File: src/design/iitf_pkg.sv
// ----------------------------------------------------------------------------
// iitf_pkg
// Shared types and constants for the inverted index term-frequency builder.
// ----------------------------------------------------------------------------
package iitf_pkg;

    // Default sizing of the index
    localparam int VOCAB_DEFAULT        = 1024;
    localparam int MAX_POSTINGS_DEFAULT = 64;

    // Field widths
    localparam int DOC_W    = 16;
    localparam int WORD_W   = 20;
    localparam int LEN_W    = 16;
    localparam int WEIGHT_W = 17;
    localparam int STATUS_W = 2;
    localparam int SLOT_W   = 6;
    localparam int CNT_W    = 7;
    localparam int TOTAL_W  = 11;

    // Q1.16 constants
    localparam logic [WEIGHT_W-1:0] ONE_Q16    = 17'h10000;
    localparam logic [WEIGHT_W-1:0] WEIGHT_MAX = 17'h1FFFF;
    localparam logic [TOTAL_W-1:0]  TOTAL_MAX  = 11'h7FF;

    // Reciprocal divider: one quotient bit per step
    localparam int DIV_STEPS = WEIGHT_W;
    localparam int DIV_CNT_W = $clog2(DIV_STEPS);

    typedef enum logic [STATUS_W-1:0] {
        ST_NEW  = 2'd0,
        ST_ACC  = 2'd1,
        ST_FULL = 2'd2,
        ST_OOR  = 2'd3
    } status_t;

    // Controller -> datapath
    typedef struct packed {
        logic clr_step;
        logic load;
        logic div_step;
        logic scan_step;
        logic capture;
        logic commit;
    } iitf_cmd_t;

    // Datapath -> controller
    typedef struct packed {
        logic clr_last;
        logic in_oor;
        logic div_last;
        logic hit;
        logic miss;
        logic out_free;
    } iitf_stat_t;

endpackage

File: src/design/iitf_ctrl.sv
// ----------------------------------------------------------------------------
// iitf_ctrl
// Sequencer: clear pass, reciprocal divide, posting scan, commit.
// ----------------------------------------------------------------------------
module iitf_ctrl import iitf_pkg::*;
(
    input  logic       clk,
    input  logic       rst_n,
    input  logic       occ_valid,
    output logic       occ_ready,
    input  iitf_stat_t stat,
    output iitf_cmd_t  cmd
);

    typedef enum logic [4:0] {
        S_CLEAR  = 5'b00001,
        S_IDLE   = 5'b00010,
        S_DIV    = 5'b00100,
        S_SCAN   = 5'b01000,
        S_COMMIT = 5'b10000
    } state_t;

    state_t state_reg;
    state_t state_next;

    always_ff @(posedge clk or negedge rst_n)
    begin
        if (!rst_n)
        begin
            state_reg <= S_CLEAR;
        end
        else
        begin
            state_reg <= state_next;
        end
    end

    always_comb
    begin
        state_next = state_reg;
        cmd        = '0;
        occ_ready  = 1'b0;
        case (state_reg)
            S_CLEAR:
            begin
                cmd.clr_step = 1'b1;
                if (stat.clr_last)
                begin
                    state_next = S_IDLE;
                end
            end
            S_IDLE:
            begin
                occ_ready = 1'b1;
                if (occ_valid)
                begin
                    cmd.load   = 1'b1;
                    // out-of-range words skip divide and scan
                    state_next = stat.in_oor ? S_COMMIT : S_DIV;
                end
            end
            S_DIV:
            begin
                cmd.div_step = 1'b1;
                if (stat.div_last)
                begin
                    state_next = S_SCAN;
                end
            end
            S_SCAN:
            begin
                cmd.scan_step = 1'b1;
                if (stat.hit || stat.miss)
                begin
                    cmd.capture = 1'b1;
                    state_next  = S_COMMIT;
                end
            end
            S_COMMIT:
            begin
                if (stat.out_free)
                begin
                    cmd.commit = 1'b1;
                    state_next = S_IDLE;
                end
            end
            default:
            begin
                state_next = S_CLEAR;
            end
        endcase
    end

endmodule

File: config.mk
export PLATFORM = sky130hd
export DESIGN_NAME = iitf_ctrl
export DESIGN_NICKNAME = d
export VERILOG_FILES = /design/src/design/iitf_pkg.sv /design/src/design/iitf_ctrl.sv
export SDC_FILE = /design/constraint.sdc
export NUM_CORES = 1
export LEC_CHECK = 0
export BUFFER_PORTS_ARGS = -buffer_cell sky130_fd_sc_hd__buf_2
export CORE_AREA = 8 8 45 47
export CTS_CLUSTER_SIZE = 28
export DETAILED_ROUTE_END_ITERATION = 12
export DIE_AREA = 0 0 53 55
export SYNTH_ARGS = -nofsm -noshare
export SYNTH_HDL_FRONTEND = slang
export SYNTH_SLANG_ARGS = --single-unit
File: constraint.sdc
create_clock -name clk -period 1.3 [get_ports clk]
set_input_delay 0.13 -clock clk [delete_from_list [all_inputs] [get_ports clk]]
set_output_delay 0.13 -clock clk [all_outputs]
set_load 0.05 [all_outputs]
==> flow_summary.toml <==
[global_routing]
grt_usage_pct = 9.70
grt_pass1_wl_um = 2100
overflow = 0
grt_util_met3_pct = 3.48
first_global_vias = 493
busiest_layer = "met2"
gr-usage-met2_pct = 16.8
antenna_found_initial = 0
grt_max_degree = 7
met1_usage_pct = 11.0

[finish]
nets = 84
nFillCells = 116
layout_commonest_cell = "buf_4"
largest_reg_flops = 5
syn_to_final_growth_pct = 116
fin_area_um2 = 773
mostFrequentLayoutCells = "buf_4 (11), buf_6 (10), buf_2 (8)"
multiInputGateArea_um2 = 290
seqCellArea_um2 = 131
final_util_pct = 55.9
antennaDiodeCount = 0
drive_gt1_share_pct = 77.0

[min_path]
min_path_cells = 2
hold_path_class = "in -> reg"

[power]
powerDensity_mw_per_mm2 = 1780
p_seq_share_pct = 22.4
ir_drop_mv = 1.25
p_int_uw = 811
p_comb_share_pct = 64.9
power_leakage_nw = 0.356
p_switching_uw = 569
swShare_pct = 41.2
p_clk_share_pct = 12.7

[floorplan]
ios = 16
core-area_mm2 = 0.00138
die_width_um = 53
dieArea_mm2 = 0.00292
rows = 14
start_util_pct = 25.9
die_h_um = 55

[yosys]
synth_cell_types = 22
syn-cell-area_um2 = 358
yosysWarnings = 0
synth_nets = 47
yosysSeqAreaShare_pct = 35.3
syn_area_per_cell_um2 = 9.42
synthCells = 38
synth_area_leaders = "dfrtp_1 (28%), nand2b_4 (7.7%), dfstp_2 (7.3%)"
ys_seq_elements = 5
synth_top_cell_by_area = "dfrtp_1"
yosys.area.top_type_share_pct = 28.0

[sta]
fin_crit_sh_pct = 120
tightestPinTransition_ns = 0.311
period_needed_ns = 1.57
max_freq_mhz = 639
maxSlewViolCount = 0
setup_ws_ns = -0.266
rsz0062_at_grt = "true"
maxSlewHeadroom_pct = 79.2
worst_hold_slack_ns = 0.0937
hold_violations = 0
setup_tns_ns = -2.07
setup_viol = 11
finClkSkew_ns = 0.00587

[clock_tree]
htreeDepth = 1
clk_latency_ns = 0.24
cts_tree = "yes"
cts_made_buffers = 3
root_buffer = "clkbuf_4"
clk_path_buf_depth = 2
cts_sinks = 5
path_clk_slew_ns = 0.04

[place]
routabilityCongestion = 0.797
dp_hpwl_um = 934
pre_cts_ws_ns = -0.130
place_area_um2 = 582
portBuffers = 15

[route]
vias = 434
avgRoutedWirePerCell_um = 14.1
remaining_drc_errors = 0
vias_per_cell = 4.82
drt-pass1-iter-count = 2
antenna_left = 0
wl_um = 1270
drt_iter0_markers = 6

[setup_path]
endpoint_kind = "primary output"
arrival_ns = 1.44
crit_type = "reg -> out"
cp-start-kind = "flip-flop"
cp.required_ns = 1.17
critical_path.max_fanout = 6
r2r_slack_ns = -0.24
r2r_cells = 5

[run_status]
violations = "negative setup slack"
status = "finished, violations left"

[flow_run]
cap_violations = 0
==> synth_stat cells <==
| master | n |
|---|---|
| nand3b_1 | 3 |
| nor2_2 | 1 |
| dfstp_2 | 1 |
| nor3_2 | 1 |
| nor2_1 | 2 |
| o2bb2ai_1 | 1 |
| nor4_1 | 2 |
| o21a_1 | 2 |
| o22a_1 | 1 |
| a21oi_1 | 1 |
| o22ai_1 | 1 |
| nand2_1 | 3 |
| inv_1 | 6 |
| nand2b_4 | 2 |
| nor4_2 | 1 |
| a2bb2oi_1 | 1 |
| dfrtp_1 | 4 |
| o41ai_2 | 1 |
| o21ai_1 | 1 |
| a311oi_1 | 1 |
| a221o_1 | 1 |
| nor2b_1 | 1 |
==> worst max-delay path, cell delays in order, from the launching register on <==
cell	delay (ns)
dfstp_2	0.63
nand2b_4	0.18
nor4_4	0.05
nand2_2	0.10
clkinvlp_4	0.09
buf_6	0.15
==> cell families after synthesis <==
family | synth area share (%)
and+or+nand+nor | 32.5
AOI/OAI and AO/OA | 25.9
buffers and inverters | 6.29
DFF | 35.3
==> area by class of cell <==
cell class,count,share of cell area (%)
multi-input combinational,27,37.5
timing repair buffer,32,35.6
sequential,5,17.0
inverter,6,3.88
clock buffer,4,3.40
tap,16,2.59
==> routing by layer <==
layer  part of all wire [%]  wire, µm
met1                     42       531
met5                      0         0
met2                     52       656
met3                    6.5        82
met4                      0         0
==> final timing paths <==
| check | start | to |
|---|---|---|
| setup / recovery | state_reg[0] | cmd[4] |
| hold / removal | stat[4] | state_reg[2] |
| setup reg to reg | state_reg[0] | state_reg[4] |
| hold reg to reg | state_reg[4] | state_reg[2] |
| max in group asynchronous | rst_n | state_reg[0] |
| min in group asynchronous | rst_n | state_reg[1] |
==> what timing repair did <==
item,CTS,global route
pin swaps,7,4
endpoints found under the hold margin,5,0
setup endpoints to repair,11,12
hold buffers,1,0
gates resized for setup,28,7
setup buffers,6,0
==> stage by stage <==
stage,instances,total power [mW]
6_report,90,1.38
3_3_place_gp,80,0.910
2_1_floorplan,38,0.706
5_1_grt,90,1.46
3_5_place_dp,80,0.912
4_1_cts,91,1.39
==> power groups by stage <==
| stage | sequential (mW) | clock [mW] | combinational [mW] |
|---|---|---|---|
| floorplan | 0.285 | 0 | 0.421 |
| global placement | 0.283 | 0 | 0.626 |
| detailed placement | 0.286 | 0 | 0.626 |
| CTS | 0.293 | 0.183 | 0.912 |
| global route | 0.315 | 0.188 | 0.952 |
| finish | 0.309 | 0.176 | 0.895 |
Note: power is estimated with default switching activity, not from simulation.
